<file path="config.mk">
export PLATFORM = sky130hd
export DESIGN_NAME = overdue_message_scheduler_unit_flat
export DESIGN_NICKNAME = d
export VERILOG_FILES = /design/src/sv/oms_pkg.sv /design/src/sv/oms_if.sv /design/src/sv/oms_cfg_regs.sv /design/src/sv/oms_watchdog.sv /design/src/sv/oms_slot_sched.sv /design/src/sv/overdue_message_scheduler_unit.sv /design/src/flat_wrapper.sv
export SDC_FILE = /design/constraint.sdc
export NUM_CORES = 1
export LEC_CHECK = 0
export ABC_AREA = 1
export BUFFER_PORTS_ARGS = -buffer_cell sky130_fd_sc_hd__buf_4
export CORE_ASPECT_RATIO = 0.9
export CORE_UTILIZATION = 30
export CTS_CLUSTER_SIZE = 30
export DETAILED_ROUTE_END_ITERATION = 8
export SYNTH_ARGS = -nofsm -noshare
export SYNTH_HDL_FRONTEND = slang
export SYNTH_HIERARCHICAL = 1
export SYNTH_SLANG_ARGS = --single-unit
</file>
<file path="constraint.sdc">
create_clock -name clk_i -period 13.56 [get_ports clk_i]
set_input_delay 0.678 -clock clk_i [delete_from_list [all_inputs] [get_ports clk_i]]
set_output_delay 0.678 -clock clk_i [all_outputs]
set_load 0.02 [all_outputs]
</file>
<file path="src/sv/oms_pkg.sv">
`timescale 1ns / 1ps

package oms_pkg;

  localparam int unsigned SlotMax          = 6;
  localparam int unsigned SlotCountDefault = 6;

  localparam int unsigned CfgWidth    = 16;
  localparam int unsigned CfgIdxWidth = 3;
  localparam int unsigned DtWidth     = 8;
  localparam int unsigned IdxWidth    = 3;

  localparam logic [CfgWidth-1:0] SatMax = {CfgWidth{1'b1}};

  // register map of the configuration port
  typedef enum logic [CfgIdxWidth-1:0] {
    CfgSlot0        = 3'd0,
    CfgSlot1        = 3'd1,
    CfgSlot2        = 3'd2,
    CfgSlot3        = 3'd3,
    CfgSlot4        = 3'd4,
    CfgSlot5        = 3'd5,
    CfgSilenceLimit = 3'd6
  } cfg_idx_e;

  localparam logic [CfgWidth-1:0] SilenceLimitReset = 16'd500;

  typedef struct packed {
    logic                valid;
    logic [IdxWidth-1:0] index;
  } slot_sel_t;

  function automatic logic [CfgWidth-1:0] interval_reset(input cfg_idx_e idx);
    logic [CfgWidth-1:0] v;
    case (idx)
      CfgSlot0: v = 16'd500;
      CfgSlot1: v = 16'd200;
      CfgSlot2: v = 16'd100;
      CfgSlot3: v = 16'd2000;
      CfgSlot4: v = 16'd3000;
      CfgSlot5: v = 16'd400;
      default:  v = '0;
    endcase
    return v;
  endfunction

  // 16-bit add of an 8-bit step, sticking at all ones
  function automatic logic [CfgWidth-1:0] add_sat16(input logic [CfgWidth-1:0] a,
                                                    input logic [DtWidth-1:0]  b);
    logic [CfgWidth:0] s;
    s = {1'b0, a} + {{(CfgWidth - DtWidth + 1){1'b0}}, b};
    return s[CfgWidth] ? SatMax : s[CfgWidth-1:0];
  endfunction

endpackage

</file>
<file path="src/sv/oms_if.sv">
`timescale 1ns / 1ps

// tick channel
interface oms_in_if;
  import oms_pkg::*;

  logic               valid;
  logic               ready;
  logic [DtWidth-1:0] dt_ms;
  logic               sensor_seen;
  logic               boot_done;

  modport source (output valid, output dt_ms, output sensor_seen, output boot_done,
                  input ready);
  modport sink   (input valid, input dt_ms, input sensor_seen, input boot_done,
                  output ready);
endinterface

// result channel
interface oms_out_if;
  import oms_pkg::*;

  logic                valid;
  logic                ready;
  logic                slot_valid;
  logic [IdxWidth-1:0] slot_index;
  logic                sensor_fault;

  modport source (output valid, output slot_valid, output slot_index,
                  output sensor_fault, input ready);
  modport sink   (input valid, input slot_valid, input slot_index,
                  input sensor_fault, output ready);
endinterface

</file>
<file path="src/sv/oms_cfg_regs.sv">
`timescale 1ns / 1ps

module oms_cfg_regs (
  input  logic                          clk_i,
  input  logic                          rst_ni,
  input  logic                          cfg_we_i,
  input  logic [oms_pkg::CfgIdxWidth-1:0] cfg_idx_i,
  input  logic [oms_pkg::CfgWidth-1:0]  cfg_data_i,
  output logic [oms_pkg::CfgWidth-1:0]  interval_o [oms_pkg::SlotMax],
  output logic [oms_pkg::CfgWidth-1:0]  silence_limit_o
);
  import oms_pkg::*;

  logic [CfgWidth-1:0] interval_q [SlotMax];
  logic [CfgWidth-1:0] silence_limit_q;

  always_ff @(posedge clk_i or negedge rst_ni) begin
    if (!rst_ni) begin
      for (int i = 0; i < SlotMax; i++) begin
        interval_q[i] <= interval_reset(cfg_idx_e'(i));
      end
      silence_limit_q <= SilenceLimitReset;
    end else if (cfg_we_i) begin
      // indexes past the silence limit are dropped
      for (int i = 0; i < SlotMax; i++) begin
        if (cfg_idx_i == CfgIdxWidth'(i)) begin
          interval_q[i] <= cfg_data_i;
        end
      end
      if (cfg_idx_i == CfgSilenceLimit) begin
        silence_limit_q <= cfg_data_i;
      end
    end
  end

  assign interval_o      = interval_q;
  assign silence_limit_o = silence_limit_q;

endmodule

</file>
<file path="src/sv/oms_watchdog.sv">
`timescale 1ns / 1ps

module oms_watchdog (
  input  logic                         clk_i,
  input  logic                         rst_ni,
  input  logic                         advance_i,
  input  logic [oms_pkg::DtWidth-1:0]  dt_i,
  input  logic                         seen_i,
  input  logic                         boot_i,
  input  logic [oms_pkg::CfgWidth-1:0] limit_i,
  output logic                         fault_o
);
  import oms_pkg::*;

  logic [CfgWidth-1:0] silence_q, silence_d;
  logic                fault_q, fault_d;
  logic [CfgWidth-1:0] silence_sum;

  always_comb begin
    silence_sum = add_sat16(silence_q, dt_i);
    silence_d   = silence_sum;
    fault_d     = fault_q;
    if (seen_i) begin
      silence_d = '0;
      fault_d   = 1'b0;
    end else if (boot_i && (silence_sum > limit_i)) begin
      silence_d = '0;
      fault_d   = 1'b1;
    end
  end

  always_ff @(posedge clk_i or negedge rst_ni) begin
    if (!rst_ni) begin
      silence_q <= '0;
      fault_q   <= 1'b0;
    end else if (advance_i) begin
      silence_q <= silence_d;
      fault_q   <= fault_d;
    end
  end

  // flag as it stands after this tick
  assign fault_o = fault_d;

endmodule

</file>
<file path="src/sv/oms_slot_sched.sv">
`timescale 1ns / 1ps

module oms_slot_sched #(
  parameter int unsigned SlotCount = oms_pkg::SlotCountDefault
) (
  input  logic                         clk_i,
  input  logic                         rst_ni,
  input  logic                         advance_i,
  input  logic [oms_pkg::DtWidth-1:0]  dt_i,
  input  logic [oms_pkg::CfgWidth-1:0] interval_i [oms_pkg::SlotMax],
  output oms_pkg::slot_sel_t           sel_o
);
  import oms_pkg::*;

  logic [CfgWidth-1:0]        elapsed_q [SlotCount];
  logic [CfgWidth-1:0]        elapsed_d [SlotCount];
  logic [CfgWidth-1:0]        advanced  [SlotCount];
  logic signed [CfgWidth:0]   due       [SlotCount];
  logic signed [CfgWidth:0]   best;
  slot_sel_t                  sel;

  always_comb begin
    // best starts at -1, so only slots with due >= 0 qualify
    best = '1;
    sel  = '0;
    for (int i = 0; i < SlotCount; i++) begin
      advanced[i] = add_sat16(elapsed_q[i], dt_i);
      due[i]      = signed'({1'b0, advanced[i]}) - signed'({1'b0, interval_i[i]});
      // strict compare keeps the lowest index on a tie
      if (due[i] > best) begin
        best      = due[i];
        sel.valid = 1'b1;
        sel.index = IdxWidth'(i);
      end
    end
    for (int i = 0; i < SlotCount; i++) begin
      elapsed_d[i] = (sel.valid && (sel.index == IdxWidth'(i))) ? '0 : advanced[i];
    end
  end

  always_ff @(posedge clk_i or negedge rst_ni) begin
    if (!rst_ni) begin
      for (int i = 0; i < SlotCount; i++) begin
        elapsed_q[i] <= '0;
      end
    end else if (advance_i) begin
      elapsed_q <= elapsed_d;
    end
  end

  assign sel_o = sel;

endmodule

</file>
<file path="src/sv/overdue_message_scheduler_unit.sv">
`timescale 1ns / 1ps

// Channel   Dir  Handshake        Payload
// in_i      in   valid / ready    dt_ms[7:0], sensor_seen, boot_done
// out_o     out  valid / ready    slot_valid, slot_index[2:0], sensor_fault
// cfg       in   cfg_we_i only    cfg_idx_i[2:0], cfg_data_i[15:0]
//
// One tick per cycle sustained while the result side is ready. A tick is latched in
// the input register, is settled by the per-slot saturating add / subtract / compare
// lanes and lands in the result register when it advances.
// Reset restores the interval and limit defaults and clears all slot timers,
// the silence counter and the fault flag.
// A stalled result register holds the tick behind it in the input register;
// timers and watchdog only move when a tick passes into the result register.

module overdue_message_scheduler_unit #(
  parameter int unsigned SLOT_COUNT = oms_pkg::SlotCountDefault
) (
  input  logic                            clk_i,
  input  logic                            rst_ni,
  oms_in_if.sink                          in_i,
  oms_out_if.source                       out_o,
  input  logic                            cfg_we_i,
  input  logic [oms_pkg::CfgIdxWidth-1:0] cfg_idx_i,
  input  logic [oms_pkg::CfgWidth-1:0]    cfg_data_i
);
  import oms_pkg::*;

  // configuration
  logic [CfgWidth-1:0] interval [SlotMax];
  logic [CfgWidth-1:0] silence_limit;

  // input stage
  logic               s1_valid_q, s1_valid_d;
  logic [DtWidth-1:0] dt_q;
  logic               seen_q;
  logic               boot_q;

  // result stage
  logic                out_valid_q, out_valid_d;
  logic                slot_valid_q;
  logic [IdxWidth-1:0] slot_index_q;
  logic                fault_q;

  logic      in_accept;
  logic      advance;
  logic      fault;
  slot_sel_t sel;

  // a tick moves on when the result register is empty or being drained
  assign advance   = s1_valid_q && (!out_valid_q || out_o.ready);
  assign in_i.ready = !s1_valid_q || advance;
  assign in_accept = in_i.valid && in_i.ready;

  oms_cfg_regs u_cfg (
    .clk_i           (clk_i),
    .rst_ni          (rst_ni),
    .cfg_we_i        (cfg_we_i),
    .cfg_idx_i       (cfg_idx_i),
    .cfg_data_i      (cfg_data_i),
    .interval_o      (interval),
    .silence_limit_o (silence_limit)
  );

  oms_watchdog u_wdog (
    .clk_i     (clk_i),
    .rst_ni    (rst_ni),
    .advance_i (advance),
    .dt_i      (dt_q),
    .seen_i    (seen_q),
    .boot_i    (boot_q),
    .limit_i   (silence_limit),
    .fault_o   (fault)
  );

  oms_slot_sched #(
    .SlotCount (SLOT_COUNT)
  ) u_sched (
    .clk_i      (clk_i),
    .rst_ni     (rst_ni),
    .advance_i  (advance),
    .dt_i       (dt_q),
    .interval_i (interval),
    .sel_o      (sel)
  );

  always_comb begin
    s1_valid_d = s1_valid_q;
    if (in_accept) begin
      s1_valid_d = 1'b1;
    end else if (advance) begin
      s1_valid_d = 1'b0;
    end
    out_valid_d = out_valid_q;
    if (advance) begin
      out_valid_d = 1'b1;
    end else if (out_o.ready) begin
      out_valid_d = 1'b0;
    end
  end

  always_ff @(posedge clk_i or negedge rst_ni) begin
    if (!rst_ni) begin
      s1_valid_q  <= 1'b0;
      out_valid_q <= 1'b0;
    end else begin
      s1_valid_q  <= s1_valid_d;
      out_valid_q <= out_valid_d;
    end
  end

  // payload registers, no reset
  always_ff @(posedge clk_i) begin
    if (in_accept) begin
      dt_q   <= in_i.dt_ms;
      seen_q <= in_i.sensor_seen;
      boot_q <= in_i.boot_done;
    end
    if (advance) begin
      slot_valid_q <= sel.valid;
      slot_index_q <= sel.index;
      fault_q      <= fault;
    end
  end

  assign out_o.valid        = out_valid_q;
  assign out_o.slot_valid   = slot_valid_q;
  assign out_o.slot_index   = slot_index_q;
  assign out_o.sensor_fault = fault_q;

endmodule

</file>
<file path="src/flat_wrapper.sv">
// flat-port wrapper written by rule: the top's interface ports become plain ports
module overdue_message_scheduler_unit_flat import oms_pkg::*;
#(
  parameter int unsigned SLOT_COUNT = oms_pkg::SlotCountDefault
)
  (clk_i, rst_ni, cfg_we_i, cfg_idx_i, cfg_data_i, in_i_valid, in_i_dt_ms, in_i_sensor_seen, in_i_boot_done, in_i_ready, out_o_valid, out_o_slot_valid, out_o_slot_index, out_o_sensor_fault, out_o_ready);
  oms_in_if in_i_i ();
  oms_out_if out_o_i ();
  input  logic clk_i;
  input  logic rst_ni;
  input  logic cfg_we_i;
  input  logic [oms_pkg::CfgIdxWidth-1:0] cfg_idx_i;
  input  logic [oms_pkg::CfgWidth-1:0] cfg_data_i;
  input wire logic [$bits(in_i_i.valid)-1:0] in_i_valid;
  input wire logic [$bits(in_i_i.dt_ms)-1:0] in_i_dt_ms;
  input wire logic [$bits(in_i_i.sensor_seen)-1:0] in_i_sensor_seen;
  input wire logic [$bits(in_i_i.boot_done)-1:0] in_i_boot_done;
  output wire logic [$bits(in_i_i.ready)-1:0] in_i_ready;
  output wire logic [$bits(out_o_i.valid)-1:0] out_o_valid;
  output wire logic [$bits(out_o_i.slot_valid)-1:0] out_o_slot_valid;
  output wire logic [$bits(out_o_i.slot_index)-1:0] out_o_slot_index;
  output wire logic [$bits(out_o_i.sensor_fault)-1:0] out_o_sensor_fault;
  input wire logic [$bits(out_o_i.ready)-1:0] out_o_ready;
  assign in_i_i.valid = in_i_valid;
  assign in_i_i.dt_ms = in_i_dt_ms;
  assign in_i_i.sensor_seen = in_i_sensor_seen;
  assign in_i_i.boot_done = in_i_boot_done;
  assign in_i_ready = in_i_i.ready;
  assign out_o_valid = out_o_i.valid;
  assign out_o_slot_valid = out_o_i.slot_valid;
  assign out_o_slot_index = out_o_i.slot_index;
  assign out_o_sensor_fault = out_o_i.sensor_fault;
  assign out_o_i.ready = out_o_ready;
  overdue_message_scheduler_unit #(.SLOT_COUNT(SLOT_COUNT)) u_core (.clk_i(clk_i), .rst_ni(rst_ni), .in_i(in_i_i), .out_o(out_o_i), .cfg_we_i(cfg_we_i), .cfg_idx_i(cfg_idx_i), .cfg_data_i(cfg_data_i));
endmodule
</file>
==> metrics.md, run 1 <==
| Metric | Value |
|---|---|
| Fin crit share | `95.98%` |
| Crit path launch type | `register` |
| Most frequent CP cell | `nand2_1` |
| Crit path kind | `register to register` |
| All-Layer GR Usage | `18.74%` |
| Most frequent cells in the layout | `nand2_1, inv_1, ha_1` |
| Clk sinks | `242` |
| Core area | `73390 um^2` |
| Overflow after GRT | `0` |
| Port Buffers | `40` |
| Setup Viol. Count Final | `0` |
| CP max stage delay | `0.43 ns` |
| Area Overhead vs Synth | `17.09%` |
| Die Height | `about 260 um` |
| Placer Congestion | `about 0.98` |
| Main synth FF type | `dfrtp_1` |
| Post-Synthesis Net Count | `around 3500` |
| Net count, final | `roughly 3600` |
| Flop2flop setup slack | `between 0.5 and 0.6 ns` |
| First-pass GRT wire length | `between 100 and 150 mm` |
| Mapped Area | `22330 um^2` |
| Initial core utilization | `a little under a third` |
| CTS tree | `yes` |
| Clock Skew | `0.02524 ns` |
| Ports | `a little over 40` |
| Vias in the first global route | `19049` |
| Crit path DAT | `13.49 ns` |
| CP Capture Type | `register` |
| Diode count | `0` |
| Type of the most critical hold path | `input pin to asynchronous set/reset pin` |
| Required @ worst endpoint | `roughly 14 ns` |
| Post-synth EDFFs | `15` |
| DRT iter0 DRCs | `1832` |
| Run status | `completed` |
| FMAX | `76.84 MHz` |
| Mapped Cells | `between 3000 and 4000` |
| Via count | `21375` |
| Seq/Total Area, Yosys | `between 20 and 30%` |
| Slowest-stage cell, CP | `fa_2` |
| Final ANT Viol Nets | `0` |
| Tightest Pin Transition | `between 1 and 1.5 ns` |
| Max clock buf depth | `3` |
| H-tree depth | `1` |
| #FFs+latches synth | `about 240` |
| Total CTS buffers | `29` |
| Cell variety after synth | `between 60 and 70` |
| Total Neg Setup Slack | `0 ns` |
| Vias/cell | `~5` |
| Commonest non-fill, non-tap cell in the layout | `nand2_1` |
| Die W | `a little under 300 um` |
| Largest net degree at the start of global routing | `~110` |
| Syn_area_per_cell | `between 6 and 7 um^2` |
| Yosys warnings | `6` |
| Die area | `roughly 76000 um^2` |
| Hold Buf Count CTS | `0` |
| Normalized max-slew margin | `26.07%` |
| DRT Pass-1 Iters | `7` |
| Detailed placer's ending HPWL | `about 53 mm` |
| DRC | `0` |
| Share of cells above drive strength 1 | `between 10% and 20%` |
| Initial antenna violation count | `2` |
| Period minus WS final | `approximately 13 ns` |
| Worst-path fanout max | `13` |
| WL per Instance | `17.09 um` |
| CTS root buffer | `clkbuf_16` |
| Async SR Flop Fraction | `a little over nine tenths` |
| Max Cap Violations | `0` |
| Clock Latency Late Sink | `roughly 0.60 ns` |
| Row count | `94` |
| Final Max Tran Viols | `0` |
| Final hold vios | `0` |
| Worst-path clk slew | `0.06 ns` |
| Drt total wl | `around 73 mm` |
[cells by family (layout without fill, tap and decap cells)]
group	Yosys count	count (layout)	synth area share, %
adders and majority gates	268	268	15.45
buffers and inverters	571	672	9.994
and+or+nand+nor	1617	1619	32.02
AOI/OAI and AO/OA	422	422	10.59
xor gates and xnor gates	109	109	4.308
DFF	242	242	27.64
[path summary, 6_finish.rpt]
kind | start | endpoint | depth (start not counted)
min in group clk_i | in_i_boot_done | u_core/boot_q | 1
worst min register to register | u_core/u_cfg/interval_o[67] | u_core/u_cfg/interval_o[67] | 2
worst max register to register | u_core/dt_q[0] | u_core/u_sched/elapsed_q[95] | 91
worst max-delay path | u_core/dt_q[0] | u_core/u_sched/elapsed_q[95] | 91
max in group asynchronous | rst_ni | u_core/u_sched/elapsed_q[28] | 2
worst min-delay path | rst_ni | u_core/u_sched/elapsed_q[63] | 1
[through the flow]
stage / setup WS (ns) / cell area [um^2] / hold slack [ns] / instances / utilization [%]
2_1_floorplan: 0.4286 / 22330 / 0.3824 / 3229 / -
5_1_grt: -0.1710 / 26150 / 0.2356 / 4292 / 35.63
6_report: 0.5456 / 26150 / 0.1758 / 4292 / 35.63
3_3_place_gp: -0.04488 / 23810 / 0.4519 / 4200 / 32.44
4_1_cts: 0.005680 / 24880 / 0.2167 / 4258 / 33.90
3_5_place_dp: -0.2604 / 23810 / 0.4552 / 4200 / 32.44
[sequential cells by signal, indices dropped and copies added, names as in the netlist]
signal,cells
u_core/boot_q,1
u_core/dt_q,8
u_core/out_o.sensor_fault,1
u_core/out_o.slot_index,3
u_core/out_o.slot_valid,1
u_core/out_o.valid,1
u_core/s1_valid_q,1
u_core/seen_q,1
u_core/u_cfg/interval_o,96
u_core/u_cfg/silence_limit_o,16
u_core/u_sched/elapsed_q,96
u_core/u_wdog/fault_q,1
u_core/u_wdog/silence_q,16
[synth_stat cells, types with 12 or more instances]
| library cell | n | area share, % |
|---|---|---|
| nor2_1 | 167 | 2.8 |
| and2_1 | 19 | 0.53 |
| o21ai_1 | 12 | 0.27 |
| nor3_1 | 33 | 0.74 |
| o21ai_0 | 121 | 2.7 |
| xnor2_1 | 33 | 1.3 |
| dfstp_2 | 34 | 4.0 |
| clkbuf_1 | 25 | 0.42 |
| xor2_1 | 75 | 2.9 |
| nand2_1 | 988 | 17 |
| inv_1 | 488 | 8.2 |
| ha_1 | 255 | 14 |
| nand3b_1 | 12 | 0.40 |
| nand3_2 | 22 | 0.99 |
| edfxtp_1 | 15 | 2.0 |
| a21oi_1 | 190 | 4.3 |
| buf_2 | 28 | 0.63 |
| o22ai_1 | 17 | 0.48 |
| fa_1 | 13 | 1.2 |
| or2_2 | 24 | 0.67 |
| nand4_1 | 26 | 0.73 |
| nand2_2 | 29 | 0.81 |
| dfrtp_1 | 193 | 22 |
| nand3_1 | 248 | 5.6 |
| inv_2 | 17 | 0.29 |
[timing repair]
action	in CTS	in global routing
pin swaps	3	42
buffers inserted	4	23
endpoints found under the hold margin	0	0
resized for setup	1	221
gates cloned	0	11
endpoints found under the setup margin	87	100
[routing by layer]
layer | routed length, um | track usage, % | up-vias
li1 | - | - | 10547
met1 | 36200 | 29.24 | 9929
met2 | 29780 | 26.88 | 800
met3 | 5612 | 2.421 | 99
met4 | 1741 | 4.029 | 0
met5 | 0 | 0 | -
[worst max-delay path: cells and delay by family, from the launching register on]
family	cells	cell delay [ns]
xor gates and xnor gates	3	0.79
DFF	1	0.40
AOI/OAI and AO/OA	12	1.55
buffers and inverters	15	1.73
adders and majority gates	10	2.68
and+or+nand+nor	51	5.73
[cell type report]
class	count	area, um^2
fillers	7780	47240
flip-flops and latches	242	6173
clock buffers	41	830.8
inverters	510	1958
multi-input cells	2418	14830
clock inverters	13	170.2
well taps	960	1201
repair buffers	106	973.4
repair inverters	2	16.27
Power of run 1 is not shown: default switching activity piles up to over one toggle a cycle in this logic, so the estimate is an artifact.
==> run 2, diff against run 1 <==
Settings changed: CORE_MARGIN set to 2.
Clock period 13.56 ns to 13.6 ns, I/O delays scaled along.
==> run 2 against run 1 <==
Hold slack got worse by 0.056 ns. Non-clock buffer count decreased by 1. Via count decreased by 0.50%. Sequential share of layout area decreased by 0.11 points. Maximum frequency decreased by 1.6%. First-iteration DRC count decreased by 3.8%. Critical endpoint is now u_core/out_o.slot_index[1].
==> metrics.md, run 2 (synthesized netlist as in run 1, its figures left out) <==
| Metric | Value |
|---|---|
| H-tree depth | `1` |
| Routed met3 length | `around 5.7 mm` |
| Multi-input logic area | `~15000 um^2` |
| Die area | `between 70000 and 80000 um^2` |
| Fin crit share | `97.25%` |
| Worst-path fanout max | `8` |
| Setup Viol. Count Final | `0` |
| Share of cells above drive strength 1 | `about 15%` |
| Largest net degree at the start of global routing | `125` |
| Ports | `between 40 and 50` |
| Run status | `completed` |
| WL met2 | `just under 30 mm` |
| Final hold slack | `approximately 0.12 ns` |
| Normalized max-slew margin | `22.68%` |
| Detailed placer's ending HPWL | `roughly 54 mm` |
| Slowest-stage cell, CP | `fa_2` |
| Net count, final | `approximately 3600` |
| Initial antenna violation count | `2` |
| Hold Buf Count CTS | `0` |
| Required @ worst endpoint | `between 10 and 15 ns` |
| Flop2flop setup slack | `roughly 0.37 ns` |
| Final Max Tran Viols | `0` |
| FMAX | `roughly 76 MHz` |
| Die Height | `between 200 and 300 um` |
| Die W | `291.6 um` |
| Crit path DAT | `between 10 and 15 ns` |
| Max Cap Violations | `0` |
| Commonest non-fill, non-tap cell in the layout | `nand2_1` |
| Fill count | `slightly below 8000` |
| Worst Setup SP | `u_core/dt_q[0]` |
| Total Neg Setup Slack | `0 ns` |
| Worst-path clk slew | `~0.060 ns` |
| Clk sinks | `about 240` |
| Vias/cell | `4.954` |
| DRT iter0 DRCs | `around 1800` |
| CTS root buffer | `clkbuf_16` |
| WL per Instance | `between 15 and 20 um` |
| Crit path kind | `register to register` |
| Type of the most critical hold path | `input pin to asynchronous set/reset pin` |
| Clock Latency Late Sink | `roughly 0.61 ns` |
| Fin cells | `roughly 4300` |
| Total CTS buffers | `30` |
| Final hold vios | `0` |
| DRT Pass-1 Iters | `5` |
| Diode count | `0` |
| DRC | `0` |
| Tightest Pin Transition | `1.160 ns` |
| Worst R2R End | `u_core/out_o.slot_index[1]` |
| Worst R2R Start | `u_core/dt_q[0]` |
| Clock Skew | `between 0.03 and 0.04 ns` |
| M1 WL | `about 37 mm` |
| First-pass GRT wire length | `about 110 mm` |
| Drt total wl | `about 74 mm` |
| CP Capture Type | `register` |
| Overflow after GRT | `0` |
| Most frequent cells in the layout | `nand2_1, inv_1, ha_1` |
| Placer Congestion | `slightly below 1` |
| Worst reg2reg path depth | `83` |
| Vias in the first global route | `around 19000` |
| Via count | `21268` |
| Max clock buf depth | `3` |
| Top layer in use | `met5` |
| CP max stage delay | `between 0.4 and 0.5 ns` |
| FF/Latch Area | `roughly 6200 um^2` |
| Core area | `roughly 73000 um^2` |
| All-Layer GR Usage | `between 10% and 20%` |
| Crit path launch type | `register` |
| Area Overhead vs Synth | `17.64%` |
| Initial core utilization | `between 30% and 40%` |
| Period minus WS final | `between 10 and 15 ns` |
| Final ANT Viol Nets | `0` |
| Port Buffers | `40` |
| Row count | `94` |
| DP Cell Count | `4197` |
| CTS tree | `yes` |
run 2: changes by cell type in the layout (fill, tap and decap cells not counted), sizes merged:
cell      delta
buf          -1
clkinv       +6
clkinvlp     -2
bufinv       +4
inv          +2
clkbuf       -8
run 2: layout make-up:
cell class,instances,share of cell area [%]
clock buffers,33,2.976
clock inverters,23,1.276
inverters,510,7.410
multi-input cells,2418,56.56
flip-flops and latches,242,23.50
well taps,960,4.572
repair buffers,105,3.653
repair inverters,2,0.05238
run 2: timing repair:
| action | in CTS | in global routing |
|---|---|---|
| pin swaps | 0 | 59 |
| endpoints found under the setup margin | 43 | 100 |
| buffers inserted | 0 | 29 |
| resized for setup | 2 | 222 |
| gates cloned | 0 | 11 |
run 2: how the worst max path moves through the flow:
stage | to | slack (ns) | cells after the start
6_report | u_core/out_o.slot_index[1] | 0.37 | 83
5_1_grt | u_core/u_sched/elapsed_q[74] | -0.24 | 91
3_5_place_dp | u_core/u_sched/elapsed_q[15] | -0.06 | 91
4_1_cts | u_core/u_sched/elapsed_q[67] | 0.03 | 91
3_3_place_gp | u_core/u_sched/elapsed_q[13] | -0.03 | 89
2_1_floorplan | u_core/u_sched/elapsed_q[80] | 0.47 | 94
run 2: critical path, delay by kind of cell (launching register included):
family,cells,cell delay [ns]
xor+xnor,3,0.66
buf+inv,12,1.45
flops,1,0.44
simple gates,42,4.95
compound gates,16,2.67
fa+ha+maj,10,2.76
run 2: routing by layer:
layer / global-route usage (%) / vias up
met2: 25.71 / 756
met1: 28.43 / 9846
met3: 2.969 / 103
met4: 4.012 / 2
met5: 0 / -
li1: - / 10561
run 2: metrics by stage:
stage / util [%] / setup slack [ns] / instance area [um^2]
finish: 35.80 / 0.3733 / 26270
global route: 35.80 / -0.2389 / 26270
CTS: 33.91 / 0.02859 / 24890
detailed placement: 32.37 / -0.05999 / 23760
global placement: 32.37 / -0.02613 / 23760
floorplan: - / 0.4686 / 22330
Power of run 2 is left out for the same reason.
==> run 3, diff against run 2 <==
Settings changed: CAP_MARGIN set to 25, CORE_MARGIN 2 to 5.
==> run 3 against run 2 <==
Maximum frequency rose by 1.4%. Flip-flop and latch count did not move. First-iteration DRC count fell by 12%. Via count fell by 1.2%. Register-to-register slack improved by 0.18 ns. Non-clock buffer count rose by 6. Die area rose by 4.4%. Sequential share of layout area rose by 0.10 points. Count of clock-buffer cells in the layout rose by 13. Cell count rose by 0.37%. Routed wire length fell by 2.4%.
==> metrics.md, run 3 (synthesized netlist as in run 1, its figures left out) <==
| Metric | Value |
|---|---|
| Run status | `completed` |
| WL per Instance | `16.66 um` |
| Commonest non-fill, non-tap cell in the layout | `nand2_1` |
| Tightest Pin Transition | `approximately 0.85 ns` |
| Vias in the first global route | `19439` |
| Initial core utilization | `30.06%` |
| DP Cell Count | `approximately 4200` |
| Via count | `~21000` |
| Total CTS buffers | `31` |
| Finished Core Util | `around a third` |
| Core area | `74290 um^2` |
| Die Height | `approximately 270 um` |
| Final ANT Viol Nets | `0` |
| Slowest-stage cell, CP | `fa_2` |
| Hold Buf Count CTS | `0` |
| Required @ worst endpoint | `between 10 and 15 ns` |
| Die W | `about 300 um` |
| Max clock buf depth | `3` |
| Clock Latency Late Sink | `0.60 ns` |
| Worst R2R Start | `u_core/dt_q[0]` |
| Net count, final | `3617` |
| H-tree depth | `1` |
| Normalized max-slew margin | `43.61%` |
| Worst-path fanout max | `14` |
| Detailed placer's ending HPWL | `roughly 50 mm` |
| CTS tree | `yes` |
| All-Layer GR Usage | `between 15 and 20%` |
| Worst-path clk slew | `0.06 ns` |
| Crit path launch type | `register` |
| Clk sinks | `242` |
| Total Neg Setup Slack | `0 ns` |
| Setup Viol. Count Final | `0` |
| CTS root buffer | `clkbuf_16` |
| Crit path kind | `register to register` |
| Die area | `80010 um^2` |
| Crit path DAT | `approximately 14 ns` |
| DRT Pass-1 Iters | `5` |
| Final hold vios | `0` |
| DRT iter0 DRCs | `between 1500 and 2000` |
| Vias/cell | `approximately 4.9` |
| Final Max Tran Viols | `0` |
| Drt total wl | `roughly 70 mm` |
| Flop2flop setup slack | `roughly 0.55 ns` |
| Fin cells | `4309` |
| Placer Congestion | `around 0.94` |
| DRC | `0` |
| CP Capture Type | `register` |
| Worst reg2reg path depth | `86` |
| Port Buffers | `40` |
| Type of the most critical hold path | `input pin to asynchronous set/reset pin` |
| Largest net degree at the start of global routing | `between 90 and 100` |
| Row count | `95` |
| Initial antenna violation count | `2` |
| First-pass GRT wire length | `about 110 mm` |
| Most frequent cells in the layout | `nand2_1, inv_1, ha_1` |
| Overflow after GRT | `0` |
| Diode count | `0` |
| CP max stage delay | `0.46 ns` |
| Fin crit share | `a little over nine tenths` |
| Area Overhead vs Synth | `17.13%` |
| Clock Skew | `about 0.024 ns` |
| Share of cells above drive strength 1 | `around 14%` |
| Worst R2R End | `u_core/u_sched/elapsed_q[81]` |
| Period minus WS final | `13.05 ns` |
| Max Cap Violations | `0` |
| FMAX | `about 77 MHz` |
| Ports | `roughly 40` |
run 3: area by class of cell:
class	count	area [um^2]
inverters	510	1957
clock buffers	46	942.2
repair inverters	1	8.758
well taps	970	1214
flip-flops and latches	242	6173
repair buffers	111	1037
clock inverters	11	145.1
multi-input cells	2418	14680
fillers	7881	48130
run 3: worst max-delay path by stage:
stage	depth (start not counted)	start	slack, ns	to
global placement	84	u_core/dt_q[0]	0.04	u_core/u_sched/elapsed_q[81]
finish	86	u_core/dt_q[0]	0.55	u_core/u_sched/elapsed_q[81]
global route	87	u_core/dt_q[0]	-0.26	u_core/u_sched/elapsed_q[94]
CTS	85	u_core/dt_q[0]	0.17	u_core/u_sched/elapsed_q[81]
floorplan	94	u_core/dt_q[1]	0.47	u_core/u_sched/elapsed_q[80]
detailed placement	85	u_core/dt_q[0]	-0.07	u_core/u_sched/elapsed_q[91]
run 3: worst max-delay path: cells and delay by family (launching register included):
family | cells | cell delay, ns
buffers and inverters | 16 | 1.85
flip-flops | 1 | 0.41
XOR/XNOR | 3 | 0.59
adder cells (fa/ha/maj) | 10 | 2.74
AND/OR/NAND/NOR | 45 | 5.48
AO/OA/AOI/OAI | 12 | 1.83
run 3: metrics by stage:
step / setup WS (ns) / hold WS [ns] / area [um^2]
4_1_cts: 0.1747 / 0.1525 / 24880
5_1_grt: -0.2616 / 0.1890 / 26160
6_report: 0.5546 / 0.1062 / 26160
3_3_place_gp: 0.04292 / 0.4519 / 23790
3_5_place_dp: -0.06853 / 0.4529 / 23790
2_1_floorplan: 0.4686 / 0.3844 / 22330
run 3: per-layer routing:
layer | part of all wire, % | global-route usage, %
met1 | 49 | 24.99
met2 | 42 | 26.60
met3 | 6.0 | 2.037
met4 | 2.9 | 4.354
met5 | 0 | 0
run 3: what timing repair did:
| action | in CTS | in global routing |
|---|---|---|
| gates resized for setup | 2 | 188 |
| buffers inserted | 0 | 33 |
| endpoints found under the hold margin | 0 | 0 |
| cloned | 0 | 8 |
| pin swaps | 0 | 52 |
| setup endpoints to repair | 43 | 100 |
Power of run 3 is left out for the same reason.
